<file path="src/design/cdi_pkg.sv">
// ---------------------------------------------------------------------------
// cdi_pkg: shared types and constants for the calendar date incrementer
// Payload structs for both channels, command and status codes, and the
// month length lookup used by the date arithmetic.
// ---------------------------------------------------------------------------
package cdi_pkg;

    localparam logic [1:0] CMD_ADD_DAY   = 2'd0;
    localparam logic [1:0] CMD_ADD_MONTH = 2'd1;
    localparam logic [1:0] CMD_ADD_YEAR  = 2'd2;
    localparam logic [1:0] CMD_RESERVED  = 2'd3;

    localparam logic [1:0] ST_OK       = 2'd0;
    localparam logic [1:0] ST_INVALID  = 2'd1;
    localparam logic [1:0] ST_OVERFLOW = 2'd2;

    localparam logic signed [15:0] YEAR_MAX = 16'sh7FFF;
    localparam logic signed [15:0] YEAR_BAD = 16'sh8000;

    localparam logic [3:0] MONTH_JAN = 4'd1;
    localparam logic [3:0] MONTH_FEB = 4'd2;
    localparam logic [3:0] MONTH_DEC = 4'd12;

    // Multiplicative inverse of 25 modulo 2**17. A value x below 2**17 is a
    // multiple of 25 exactly when (x * INV25) mod 2**17 <= DIV25_LIMIT.
    localparam int unsigned AbsWidth    = 17;
    localparam logic [16:0] INV25       = 17'h15C29;
    localparam logic [16:0] DIV25_LIMIT = 17'd5242;

    typedef struct packed {
        logic [1:0]         cmd;
        logic signed [15:0] year_in;
        logic [3:0]         month_in;
        logic [4:0]         day_in;
    } in_item_t;

    typedef struct packed {
        logic signed [15:0] year_out;
        logic [3:0]         month_out;
        logic [4:0]         day_out;
        logic [1:0]         status;
    } out_item_t;

    // Length of a month; zero for a month code outside January..December.
    function automatic logic [4:0] month_len(input logic [3:0] m, input logic leap);
        logic [4:0] n;
        begin
            unique case (m)
                4'd1, 4'd3, 4'd5, 4'd7, 4'd8, 4'd10, 4'd12: n = 5'd31;
                4'd4, 4'd6, 4'd9, 4'd11:                    n = 5'd30;
                4'd2:                                       n = leap ? 5'd29 : 5'd28;
                default:                                    n = 5'd0;
            endcase
            return n;
        end
    endfunction

endpackage

</file>
<file path="src/design/calendar_date_increment.sv">
// ---------------------------------------------------------------------------
// calendar_date_increment: Gregorian date plus one day, month or year
// Three-stage pipeline: year magnitude, divisibility products, date update.
// ---------------------------------------------------------------------------
// Usage:
// The input channel (s_valid, s_ready, s_payload) carries a command and a
// proleptic Gregorian date. The result channel (m_valid, m_ready, m_payload)
// returns exactly one date and status for every input transfer, in order.
// m_valid rises once an input transfer has passed through the stage 1 and
// stage 2 registers into the result register. One item is
// taken per cycle while the receiver keeps up; the three pipeline registers
// (absolute year, modular-inverse multiply for the divide-by-25 test, and
// the result register) each hold one item.
// Each stage loads when it is empty or when the stage after it moves, so
// bubbles close up and a stalled receiver fills the pipeline before
// s_ready falls. Nothing is dropped or repeated during a stall.
// Reset (aresetn low at a clock edge) empties every stage; there is no other
// state. Invalid dates and command 3 return status 1 with a zero date; an
// increment that would reach year 32768 returns status 2 with the input date.
// ---------------------------------------------------------------------------
module calendar_date_increment (
    input  logic                aclk,
    input  logic                aresetn,
    input  logic                s_valid,
    output logic                s_ready,
    input  cdi_pkg::in_item_t   s_payload,
    output logic                m_valid,
    input  logic                m_ready,
    output cdi_pkg::out_item_t  m_payload
);

    logic adv1, adv2, adv3;
    logic v1_reg, v2_reg, v3_reg;

    // Stage 1 registers
    cdi_pkg::in_item_t s1_item_reg;
    logic [16:0]       s1_abs0_reg;
    logic [16:0]       s1_abs1_reg;
    logic [3:0]        s1_lo1_reg;

    // Stage 2 registers
    cdi_pkg::in_item_t s2_item_reg;
    logic [16:0]       s2_q0_reg;
    logic [16:0]       s2_q1_reg;
    logic [3:0]        s2_lo1_reg;

    // Stage 3 (output) register
    cdi_pkg::out_item_t out_reg;
    cdi_pkg::out_item_t out_next;

    assign adv3    = !v3_reg || m_ready;
    assign adv2    = !v2_reg || adv3;
    assign adv1    = !v1_reg || adv2;
    assign s_ready = adv1;
    assign m_valid = v3_reg;
    assign m_payload = out_reg;

    always_ff @(posedge aclk) begin
        if (!aresetn) begin
            v1_reg <= 1'b0;
            v2_reg <= 1'b0;
            v3_reg <= 1'b0;
        end else begin
            if (adv1) v1_reg <= s_valid;
            if (adv2) v2_reg <= v1_reg;
            if (adv3) v3_reg <= v2_reg;
        end
    end

    // Stage 1: magnitudes of the year and of the following year.
    // Divisibility does not depend on sign.
    logic signed [16:0] y_ext;
    logic signed [16:0] y_plus1;
    logic [16:0]        abs0_next;
    logic [16:0]        abs1_next;

    always_comb begin
        y_ext     = {s_payload.year_in[15], s_payload.year_in};
        y_plus1   = y_ext + 17'sd1;
        abs0_next = y_ext[16] ? 17'(-y_ext) : 17'(y_ext);
        abs1_next = y_plus1[16] ? 17'(-y_plus1) : 17'(y_plus1);
    end

    always_ff @(posedge aclk) begin
        if (adv1) begin
            s1_item_reg <= s_payload;
            s1_abs0_reg <= abs0_next;
            s1_abs1_reg <= abs1_next;
            s1_lo1_reg  <= y_plus1[3:0];
        end
    end

    // Stage 2: multiply by the inverse of 25; only the low 17 bits matter.
    logic [16:0] prod0, prod1;

    assign prod0 = s1_abs0_reg * cdi_pkg::INV25;
    assign prod1 = s1_abs1_reg * cdi_pkg::INV25;

    always_ff @(posedge aclk) begin
        if (adv2) begin
            s2_item_reg <= s1_item_reg;
            s2_q0_reg   <= prod0;
            s2_q1_reg   <= prod1;
            s2_lo1_reg  <= s1_lo1_reg;
        end
    end

    // Stage 3: leap flags and the date update.
    logic               div25_0, div25_1;
    logic               leap0, leap1;
    logic [1:0]         cmd;
    logic signed [15:0] y;
    logic [3:0]         m;
    logic [4:0]         d;
    logic [4:0]         len_in;
    logic [4:0]         len_new;
    logic               invalid;
    logic               year_inc;
    logic signed [15:0] ny;
    logic [3:0]         nm;
    logic [4:0]         nd;

    always_comb begin
        cmd = s2_item_reg.cmd;
        y   = s2_item_reg.year_in;
        m   = s2_item_reg.month_in;
        d   = s2_item_reg.day_in;

        div25_0 = (s2_q0_reg <= cdi_pkg::DIV25_LIMIT);
        div25_1 = (s2_q1_reg <= cdi_pkg::DIV25_LIMIT);
        leap0 = (y[1:0] == 2'd0 && !div25_0) || (y[3:0] == 4'd0 && div25_0);
        leap1 = (s2_lo1_reg[1:0] == 2'd0 && !div25_1) ||
                (s2_lo1_reg == 4'd0 && div25_1);

        len_in  = cdi_pkg::month_len(m, leap0);
        invalid = (cmd == cdi_pkg::CMD_RESERVED) || (y == cdi_pkg::YEAR_BAD) ||
                  (len_in == 5'd0) || (d == 5'd0) || (d > len_in);

        year_inc = 1'b0;
        nm       = m;
        nd       = d;
        unique case (cmd)
            cdi_pkg::CMD_ADD_DAY: begin
                if (d < len_in) begin
                    nd = d + 5'd1;
                end else if (m < cdi_pkg::MONTH_DEC) begin
                    nm = m + 4'd1;
                    nd = 5'd1;
                end else begin
                    year_inc = 1'b1;
                    nm       = cdi_pkg::MONTH_JAN;
                    nd       = 5'd1;
                end
            end
            cdi_pkg::CMD_ADD_MONTH: begin
                if (m < cdi_pkg::MONTH_DEC) begin
                    nm = m + 4'd1;
                end else begin
                    year_inc = 1'b1;
                    nm       = cdi_pkg::MONTH_JAN;
                end
            end
            default: begin
                year_inc = 1'b1;
            end
        endcase
        ny = year_inc ? y + 16'sd1 : y;

        // Clamp the day to the length of the resulting month.
        len_new = cdi_pkg::month_len(nm, year_inc ? leap1 : leap0);
        if (nd > len_new) nd = len_new;

        priority if (invalid) begin
            out_next.year_out  = '0;
            out_next.month_out = '0;
            out_next.day_out   = '0;
            out_next.status    = cdi_pkg::ST_INVALID;
        end else if (year_inc && y == cdi_pkg::YEAR_MAX) begin
            out_next.year_out  = y;
            out_next.month_out = m;
            out_next.day_out   = d;
            out_next.status    = cdi_pkg::ST_OVERFLOW;
        end else begin
            out_next.year_out  = ny;
            out_next.month_out = nm;
            out_next.day_out   = nd;
            out_next.status    = cdi_pkg::ST_OK;
        end
    end

    always_ff @(posedge aclk) begin
        if (adv3) out_reg <= out_next;
    end

    // An input stall can only come from a full pipeline behind a stalled receiver.
    a_stall_needs_full: assert property (@(posedge aclk) disable iff (!aresetn)
        !s_ready |-> (v1_reg && v2_reg && m_valid && !m_ready))
        else $error("input stalled while pipeline had room");

    a_ok_date_legal: assert property (@(posedge aclk) disable iff (!aresetn)
        (m_valid && m_payload.status == cdi_pkg::ST_OK) |->
        (m_payload.month_out >= cdi_pkg::MONTH_JAN &&
         m_payload.month_out <= cdi_pkg::MONTH_DEC && m_payload.day_out != 5'd0 &&
         m_payload.year_out != cdi_pkg::YEAR_BAD))
        else $error("ok result carries an illegal date");

    a_invalid_zero: assert property (@(posedge aclk) disable iff (!aresetn)
        (m_valid && m_payload.status == cdi_pkg::ST_INVALID) |->
        (m_payload.year_out == 16'sd0 && m_payload.month_out == 4'd0 &&
         m_payload.day_out == 5'd0))
        else $error("invalid result carries a nonzero date");

    a_overflow_top: assert property (@(posedge aclk) disable iff (!aresetn)
        (m_valid && m_payload.status == cdi_pkg::ST_OVERFLOW) |->
        (m_payload.year_out == cdi_pkg::YEAR_MAX))
        else $error("overflow reported below the top year");

    a_status_code: assert property (@(posedge aclk) disable iff (!aresetn)
        m_valid |-> (m_payload.status != 2'd3))
        else $error("unused status code on the result channel");

endmodule

</file>
<file path="config.mk">
export PLATFORM = sky130hd
export DESIGN_NAME = calendar_date_increment
export DESIGN_NICKNAME = d
export VERILOG_FILES = /design/src/design/cdi_pkg.sv /design/src/design/calendar_date_increment.sv
export SDC_FILE = /design/constraint.sdc
export NUM_CORES = 1
export LEC_CHECK = 0
export ABC_AREA = 1
export BUFFER_PORTS_ARGS = -buffer_cell sky130_fd_sc_hd__buf_2
export CORE_UTILIZATION = 63
export CTS_CLUSTER_SIZE = 20
export DETAILED_ROUTE_END_ITERATION = 16
export PLACE_DENSITY = 0.83
export SYNTH_ARGS = -nofsm -noshare
export SYNTH_HDL_FRONTEND = slang
export SYNTH_SLANG_ARGS = --single-unit
</file>
<file path="constraint.sdc">
create_clock -name aclk -period 5.9 [get_ports aclk]
set_clock_uncertainty 0.05 [all_clocks]
set_input_delay 1.18 -clock aclk [delete_from_list [all_inputs] [get_ports aclk]]
set_output_delay 1.18 -clock aclk [all_outputs]
set_load 0.05 [all_outputs]
</file>
==> flow_summary_export.csv, run 1 <==
group,metric,value,unit
setup_path,critPathCaptureType,"register",
pwr,p_int,3.34,mW
setup_path,cp.required,6030,ps
sta,max_freq,0.201,GHz
yosys,synthMuxAreaShare,0,%
setup_path,worstPathMaxFanout,7,
yosys,synth_ff_type,"edfxtp_1",
cells_and_area,areaGrowthSynthToFinish,10.2,%
setup_path,r2r-end,"m_payload[3]",
yosys,synth-seq-area-share,41.6,%
sta,maxSlewHeadroom,45.9,%
hold_path,hold_path_depth,0,
yosys,synthCells,1158,
pwr,p_per_area,459,nW/um^2
clocking,cts_hold_buf,0,
yosys,ys_top_cells_by_count,"230 x inv_1, 200 x nand2_1, 155 x edfxtp_1",
floorplan,ios,60,
yosys,yosys.area.top_type,"edfxtp_1",
pwr,pwr-share-clk,18.5,%
floorplan,start_util,65.0,%
global_routing,grt_pass1_wl,39600,um
hold_path,hold_class,"reg -> reg",
clocking,clockRootBuffer,"clkbuf_16",
sta,fin_crit,4960,ps
clocking,cts_sinks,158,
setup_path,rr_startpoint,"m[1]",
clocking,htreeDepth,4,
setup_path,path_class,"reg -> reg",
clocking,cts_buffer_depth,2,
clocking,cts_setup_buffers,0,
placed_design,gp_congestion,0.931,
pwr,pwr-share-seq,29.0,%
floorplan,die_y,136,um
sta,finalSetupViolations,0,
setup_path,rrSetupSlack,940,ps
sta,finalCritPeriodShare,84.1,%
hold_path,hold_start,"s1_item_reg[22]",
routing,postRouteAntennaNets,0,
floorplan,core,17400,um^2
yosys,synth_fa_ha_area_share,24.0,%
sta,rsz0062_at_grt,"false",
sta,fin_tns_setup,0,ps
global_routing,gr-total-overflow,0,
cells_and_area,final_layout_size_suffix_gt1_share,10.6,%
setup_path,ff2ff_path_depth,27,
floorplan,num_rows,48,
cells_and_area,regArea,4710,um^2
yosys,synth_top_area_share,41.1,%
setup_path,cpMaxStageDelayCell,"nor3_1",
routing,drt_iter0_drc,732,
yosys,post-synth-top-count-cell,"inv_1",
cells_and_area,fill_cells,1244,
clocking,clk_latency,430,ps
floorplan,die-width,136,um
clocking,cts-resized-gates,0,
clocking,cts_tree,"done",
clocking,clk_pin_slew_worst_paths,70,ps
run,maxCapViolations,0,
routing,vias,8278,
pwr,combPwrFrac,52.4,%
yosys,synth-xor-area-share,6.02,%
routing,wl_per_cell,16.3,um
global_routing,grt_max_degree,66,
pwr,power.leakage,6.24,nW
pwr,netSwitchingFraction,41.8,%
yosys,synth_edf_count,155,
placed_design,dpl.hpwl,17900,um
floorplan,die_area,18500,um^2
setup_path,arrival,5100,ps
sta,worst-slew-pin-transition,811,ps
yosys,yosysWarnings,0,
setup_path,crit_top_cell,"nand2_1",
placed_design,io_buffer_count,59,
yosys,synthesis.area,11300,um^2
yosys,yosys.area_share.simple,15.2,%
routing,route.detailed.drc,0,
setup_path,path_buf_inv,4,
yosys,synth_top_family_by_area,"adder cells",
run_status,status,"finished clean",
routing,firstDrtPassIters,6,
cells_and_area,multi_input_area,5700,um^2
pwr,ir_drop,0.307,mV
yosys,yosysUniqueCellTypes,44,
global_routing,grt_pass1_vias,8437,
sta,hold_viol,0,
sta,whs,372,ps
pwr,p_switching,2.40,mW
setup_path,critical-path-top-delay-family,"simple AND/OR/NAND/NOR gates",
yosys,async_reset_ff_share,0,%
clocking,cts_buffers,17,
hold_path,hold_end,"y[13]",
routing,routed_wl,24100,um
yosys,synth_seq_cells,158,
yosys,avgSynthCellArea,9.78,um^2
sta,drv_slew,0,
global_routing,antenna_found_initial,0,
setup_path,critPathLaunchType,"register",
global_routing,grtUsageTotal,28.1,%
yosys,synth_compound_area_share,5.01,%
cells_and_area,nets,1458,
yosys,synth_area_leaders,"edfxtp_1 41%, ha_1 17%, inv_1 7.6%",
setup_path,worst_path_largest_cell_delay,490,ps
routing,via_per_inst,5.62,
-- power groups by stage --
stage	logic [mW]	registers, mW	clock network, mW
finish	3.01	1.67	1.06
global route	3.42	1.68	1.11
detailed placement	2.93	1.69	0
global placement	2.77	1.68	0
floorplan	2.18	1.76	0
CTS	3.00	1.66	1.07
-- cell type report --
class	instances	area share, %
Clock buffer	19	3.55
Multi-Input combinational cell	759	45.7
Tap cell	225	2.25
Inverter	236	7.09
Sequential cell	158	37.8
Antenna cell	1	0.0200
Clock inverter	13	1.05
Timing Repair Buffer	63	2.60
-- routing by layer --
layer  track usage, %  wire length (um)  up-vias  share of wire (%)
met5                0                 0        -                  0
met4             13.1               844        0                3.5
met3             5.29              1480       80                6.1
met2             47.4             11800      319                 49
met1             34.7              9890     3909                 41
li1                 -                 -     3970                  -
-- placed cells by master, fill, tap and decap left out, drive strengths merged, types with 2 or more instances in the layout --
cell,instances
xnor2,27
nor2,73
fa,42
nand4,16
xor2,50
nor3,23
o21bai,2
o2111ai,2
inv,239
a31oi,4
o21ai,37
buf,63
clkinv,7
clkbuf,19
nand3b,3
dfxtp,3
or2,7
nand2,205
a211oi,3
edfxtp,155
a21oi,50
nor4,7
conb,2
clkinvlp,2
ha,150
nand3,50
-- how the worst max path moves through the flow --
stage,start,to,cells past startpoint
after CTS,m[1],m_payload[3],27
after floorplan,m_ready,s_ready,4
after global routing,m[1],m_payload[3],27
after global placement,s1_abs0_reg[3],s2_q0_reg[16],16
final,m[1],m_payload[3],27
after detailed placement,m[1],m_payload[3],27
-- stage by stage --
stage / instance area [um^2] / power [mW] / worst slack, ps / instances / utilization, %
after detailed placement: 11900 / 4.62 / 1230 / 1441 / 68.4
final: 12500 / 5.73 / 936 / 1474 / 71.7
after CTS: 12500 / 5.73 / 1110 / 1473 / 71.7
after global routing: 12500 / 6.21 / 492 / 1473 / 71.7
after global placement: 11900 / 4.45 / 1460 / 1441 / 68.4
after floorplan: 11300 / 3.94 / 965 / 1159 / -
-- cell families (layout without fill, tap and decap cells) --
kind of cell | count (synthesis) | after routing
AO/OA/AOI/OAI | 103 | 103
XOR/XNOR | 77 | 77
adder cells (fa/ha/maj) | 192 | 192
buffers and inverters | 242 | 331
flip-flops | 158 | 158
other | 1 | 3
AND/OR/NAND/NOR | 385 | 385
No activity file was read; power rests on OpenSTA's default activity.
==> run 2: changes to the inputs <==
--- a/config.mk
+++ b/config.mk
@@ -7,10 +7,10 @@
 export LEC_CHECK = 0
 export ABC_AREA = 1
 export BUFFER_PORTS_ARGS = -buffer_cell sky130_fd_sc_hd__buf_2
-export CORE_UTILIZATION = 63
+export CORE_UTILIZATION = 57
 export CTS_CLUSTER_SIZE = 20
 export DETAILED_ROUTE_END_ITERATION = 16
-export PLACE_DENSITY = 0.83
+export PLACE_DENSITY = 0.79
 export SYNTH_ARGS = -nofsm -noshare
 export SYNTH_HDL_FRONTEND = slang
 export SYNTH_SLANG_ARGS = --single-unit
==> constraint.sdc (replaced) <==
create_clock -name aclk -period 4.18 [get_ports aclk]
set_clock_uncertainty 0.05 [all_clocks]
set_input_delay 0.836 -clock aclk [delete_from_list [all_inputs] [get_ports aclk]]
set_output_delay 0.836 -clock aclk [all_outputs]
set_load 0.05 [all_outputs]
==> flow_summary_export.csv, run 2 (same netlist as run 1, synthesis figures left out) <==
group,metric,value,unit
setup_path,cpMaxStageDelayCell,"fa_1",
sta,finalSetupViolations,4,
routing,via_per_inst,5.39,
setup_path,arrival,4550,ps
pwr,pwr-share-seq,24.6,%
sta,worst-slew-pin-transition,795,ps
sta,max_freq,0.226,GHz
sta,rsz0062_at_grt,"true",
floorplan,core,19500,um^2
sta,whs,369,ps
clocking,cts_sinks,158,
run,maxCapViolations,0,
sta,fin_crit,4430,ps
cells_and_area,layout_common_cells,"211 x inv_1, 177 x nand2_1, 155 x edfxtp_1",
routing,wl_per_cell,16.5,um
setup_path,cp.required,4300,ps
floorplan,die-width,143,um
placed_design,io_buffer_count,59,
setup_path,path_class,"reg -> reg",
setup_path,critPathCaptureType,"register",
cells_and_area,n_antenna_cell,0,
global_routing,gr-total-overflow,0,
pwr,combPwrFrac,58.9,%
sta,finalCritPeriodShare,106,%
sta,fin_ws,-249,ps
pwr,netSwitchingFraction,41.8,%
cells_and_area,final_common_cell,"inv_1",
hold_path,hold_class,"reg -> reg",
pwr,pwr-share-clk,16.5,%
clocking,clk_pin_slew_worst_paths,60,ps
pwr,p_per_area,697,nW/um^2
global_routing,grtUsageTotal,25.0,%
run_status,status,"finished with violations",
cells_and_area,fill_cells,1319,
clocking,cts_tree,"done",
setup_path,crit_top_cell,"nand2_1",
global_routing,antenna_found_initial,0,
cells_and_area,final_layout_size_suffix_gt1_share,22.0,%
setup_path,critPathLaunchType,"register",
global_routing,grt_max_degree,66,
run_status,failed_checks,"setup timing",
clocking,cts_buffers,17,
clocking,htreeDepth,4,
clocking,cts_hold_buf,0,
setup_path,worstPathMaxFanout,3,
cells_and_area,fin_cells,1573,
clocking,cts_buffer_depth,2,
sta,maxSlewHeadroom,47.0,%
setup_path,cp_cell_sequence,"ha_4, ha_4, fa_1, fa_1, inv_2, fa_1, inv_2, fa_2, xor2_2, xor2_1, xor2_1, inv_1, nand2_1, nand2_1, nand2_1, nand2_1",
cells_and_area,nets,1518,
global_routing,grt_pass1_wl,38600,um
cells_and_area,regArea,4710,um^2
routing,route.detailed.drc,0,
pwr,p_switching,3.95,mW
placed_design,dpl.hpwl,17900,um
sta,hold_viol,0,
floorplan,ios,60,
clocking,clockRootBuffer,"clkbuf_16",
cells_and_area,multi_input_area,6260,um^2
setup_path,worst_path_largest_cell_delay,590,ps
floorplan,num_rows,51,
pwr,p_int,5.51,mW
placed_design,gp_congestion,0.932,
sta,fin_tns_setup,-366,ps
routing,postRouteAntennaNets,0,
global_routing,grt_pass1_vias,8045,
pwr,power.leakage,6.57,nW
routing,firstDrtPassIters,5,
routing,routed_wl,26000,um
clocking,clk_latency,430,ps
sta,drv_slew,0,
cells_and_area,areaGrowthSynthToFinish,19.9,%
routing,vias,8484,
routing,drt_iter0_drc,561,
cells_and_area,fin_util,69.8,%
placed_design,dp.cells,1527,
floorplan,die_y,143,um
floorplan,start_util,58.2,%
floorplan,die_area,20400,um^2
pwr,ir_drop,0.448,mV
## run 2: layer usage
metal / share of wire, % / vias to the layer above / wire length [um] / global-route usage [%]
met2: 51 / 296 / 13200 / 43.6
met1: 41 / 4040 / 10700 / 30.8
met3: 4.6 / 68 / 1200 / 4.02
met5: 0 / - / 0 / 0
li1: - / 4080 / - / -
met4: 3.3 / 0 / 858 / 10.0
## run 2: final timing paths
| path | slack (ps) | from | depth (start not counted) | to |
|---|---|---|---|---|
| hold / removal | 370 | s1_lo1_reg[3] | 0 | s2_lo1_reg[3] |
| setup reg to reg | -250 | s1_abs0_reg[3] | 16 | s2_q0_reg[16] |
| hold reg to reg | 370 | s1_lo1_reg[3] | 0 | s2_lo1_reg[3] |
| setup / recovery | -250 | s1_abs0_reg[3] | 16 | s2_q0_reg[16] |
## run 2: through the flow
stage / area, um^2 / setup slack (ps) / power, mW
after global routing: 13600 / -337 / 10.1
after global placement: 12300 / 2.28 / 6.49
after floorplan: 11300 / 12.8 / 5.56
final: 13600 / -249 / 9.47
after CTS: 13100 / -2.95 / 8.57
after detailed placement: 12300 / -193 / 6.70
## run 2: worst max-delay path: cells and delay by family (launching register included)
kind | cells | cell delay [ps]
adders and majority gates | 6 | 2470
xor gates and xnor gates | 3 | 680
DFF | 1 | 510
and+or+nand+nor | 4 | 280
buffers and inverters | 3 | 180
## run 2: area by class of cell
type	instances	share of cell area, %
inverter	236	6.57
multi-input combinational	759	46.1
tap	265	2.44
clock inverter	13	1.19
sequential	158	34.7
timing repair buffer	123	5.85
clock buffer	19	3.19
## run 2: repair_timing
| item | CTS | global route |
|---|---|---|
| setup endpoints to repair | 9 | 13 |
| buffers inserted | 4 | 10 |
| gates resized for setup | 38 | 95 |
| hold endpoints to repair | 0 | 0 |
| pin swaps | 27 | 60 |
## run 2: power groups by stage
stage / combinational [mW] / sequential [mW] / clock (mW)
after floorplan: 3.08 / 2.48 / 0
after global placement: 4.15 / 2.34 / 0
after detailed placement: 4.35 / 2.35 / 0
after CTS: 4.68 / 2.32 / 1.58
after global routing: 6.09 / 2.35 / 1.64
final: 5.58 / 2.32 / 1.57
==> run 3: changes to the inputs <==
--- a/config.mk
+++ b/config.mk
@@ -11,6 +11,7 @@
 export CTS_CLUSTER_SIZE = 20
 export DETAILED_ROUTE_END_ITERATION = 16
 export PLACE_DENSITY = 0.79
+export RECOVER_POWER = 50
 export SYNTH_ARGS = -nofsm -noshare
 export SYNTH_HDL_FRONTEND = slang
 export SYNTH_SLANG_ARGS = --single-unit
==> flow_summary_export.csv, run 3 (same netlist as run 1, synthesis figures left out) <==
group,metric,value,unit
routing,firstDrtPassIters,5,
pwr,p_per_area,698,nW/um^2
cells_and_area,layout_common_cells,"211 x inv_1, 177 x nand2_1, 155 x edfxtp_1",
pwr,pwr-share-clk,16.6,%
clocking,cts_tree,"done",
sta,max_freq,0.226,GHz
setup_path,critPathCaptureType,"register",
placed_design,place_area,12300,um^2
placed_design,dpl.hpwl,17900,um
cells_and_area,nets,1518,
pwr,combPwrFrac,58.8,%
floorplan,die_area,20400,um^2
pwr,pwr-share-seq,24.6,%
sta,rsz0062_at_grt,"true",
sta,hold_viol,0,
sta,fin_ws,-247,ps
routing,vias,8505,
run,maxCapViolations,0,
cells_and_area,n_antenna_cell,0,
sta,maxSlewHeadroom,3.45,%
pwr,power.leakage,6.50,nW
floorplan,die_y,143,um
setup_path,worstPathMaxFanout,3,
routing,drt_iter0_drc,667,
clocking,clk_latency,430,ps
clocking,cts_sinks,158,
clocking,cts_buffer_depth,2,
sta,finalSetupViolations,4,
run_status,status,"finished with violations",
sta,worst-slew-pin-transition,1450,ps
clocking,cts_buffers,17,
sta,drv_slew,0,
floorplan,start_util,58.2,%
global_routing,grt_pass1_vias,8045,
setup_path,rrSetupSlack,-250,ps
pwr,ir_drop,0.444,mV
sta,fin_tns_setup,-341,ps
clocking,clockRootBuffer,"clkbuf_16",
routing,postRouteAntennaNets,0,
cells_and_area,final_layout_size_suffix_gt1_share,20.2,%
floorplan,die-width,143,um
floorplan,ios,60,
setup_path,path_class,"reg -> reg",
routing,wl_per_cell,16.5,um
clocking,htreeDepth,4,
setup_path,arrival,4550,ps
routing,via_per_inst,5.41,
setup_path,critPathLaunchType,"register",
hold_path,hold_class,"reg -> reg",
pwr,p_int,5.50,mW
cells_and_area,areaGrowthSynthToFinish,19.6,%
global_routing,grtUsageTotal,25.0,%
cells_and_area,final_common_cell,"inv_1",
global_routing,grt_max_degree,66,
cells_and_area,fin_util,69.6,%
placed_design,io_buffer_count,59,
routing,route.detailed.drc,0,
sta,finalCritPeriodShare,106,%
setup_path,cp.required,4310,ps
global_routing,gr-total-overflow,0,
cells_and_area,fin_area,13500,um^2
pwr,p_switching,3.95,mW
floorplan,num_rows,51,
global_routing,grt_pass1_wl,38600,um
routing,routed_wl,25900,um
clocking,clk_pin_slew_worst_paths,60,ps
placed_design,gp_congestion,0.932,
floorplan,core,19500,um^2
sta,fin_crit,4430,ps
sta,whs,368,ps
pwr,netSwitchingFraction,41.8,%
run_status,failed_checks,"setup timing",
global_routing,antenna_found_initial,0,
cells_and_area,fill_cells,1338,
[run 3: worst paths after layout]
| check | from | end | cells past startpoint |
|---|---|---|---|
| setup / recovery | s1_abs0_reg[3] | s2_q0_reg[16] | 16 |
| hold / removal | s1_lo1_reg[3] | s2_lo1_reg[3] | 0 |
| setup reg to reg | s1_abs0_reg[3] | s2_q0_reg[16] | 16 |
| hold reg to reg | s1_lo1_reg[3] | s2_lo1_reg[3] | 0 |
[run 3: critical path: stages (launching register included)]
cell and delay, ps:
edfxtp_1 510, ha_4 330, ha_4 200, fa_1 500, fa_1 590, inv_2 50
fa_1 500, inv_2 40, fa_2 350, xor2_2 200, xor2_1 250, xor2_1 230
inv_1 90, nand2_1 100, nand2_1 60, nand2_1 60, nand2_1 60
[run 3: per-layer routing]
layer  share of wire [%]  wire (um)  GRT usage [%]
met2                  51      13100           43.6
met5                   0          0              0
met1                  41      10700           30.8
met3                 4.7       1210           4.02
met4                 3.3        862           10.0
[run 3: cell type report]
cell class              instances  area [um^2]  area share [%]
flip-flops and latches        158         4710            34.8
clock inverters                13          161            1.19
repair buffers                123          752            5.55
well taps                     265          332            2.45
clock buffers                  19          433            3.20
inverters                     236          893            6.60
multi-input cells             759         6260            46.2
[run 3: timing repair]
action | 4_1_cts | 5_1_grt
hold buffers | 0 | 0
gates resized for setup | 38 | 95
buffers inserted | 4 | 10
setup endpoints to repair | 9 | 13
pin swaps | 27 | 60
hold endpoints to repair | 0 | 0
[run 3: power groups by stage]
stage	registers (mW)	logic, mW	clock network [mW]
finish	2.32	5.56	1.57
global route	2.35	6.09	1.64
CTS	2.32	4.68	1.58
detailed placement	2.35	4.35	0
global placement	2.34	4.15	0
floorplan	2.48	3.08	0
[run 3: stage by stage]
stage               setup WS [ps]  instances  power [mW]
floorplan                    12.8       1159        5.56
global placement             2.28       1527        6.49
detailed placement           -193       1527        6.70
CTS                         -2.95       1563        8.57
global route                 -337       1573        10.1
finish                       -247       1573        9.45
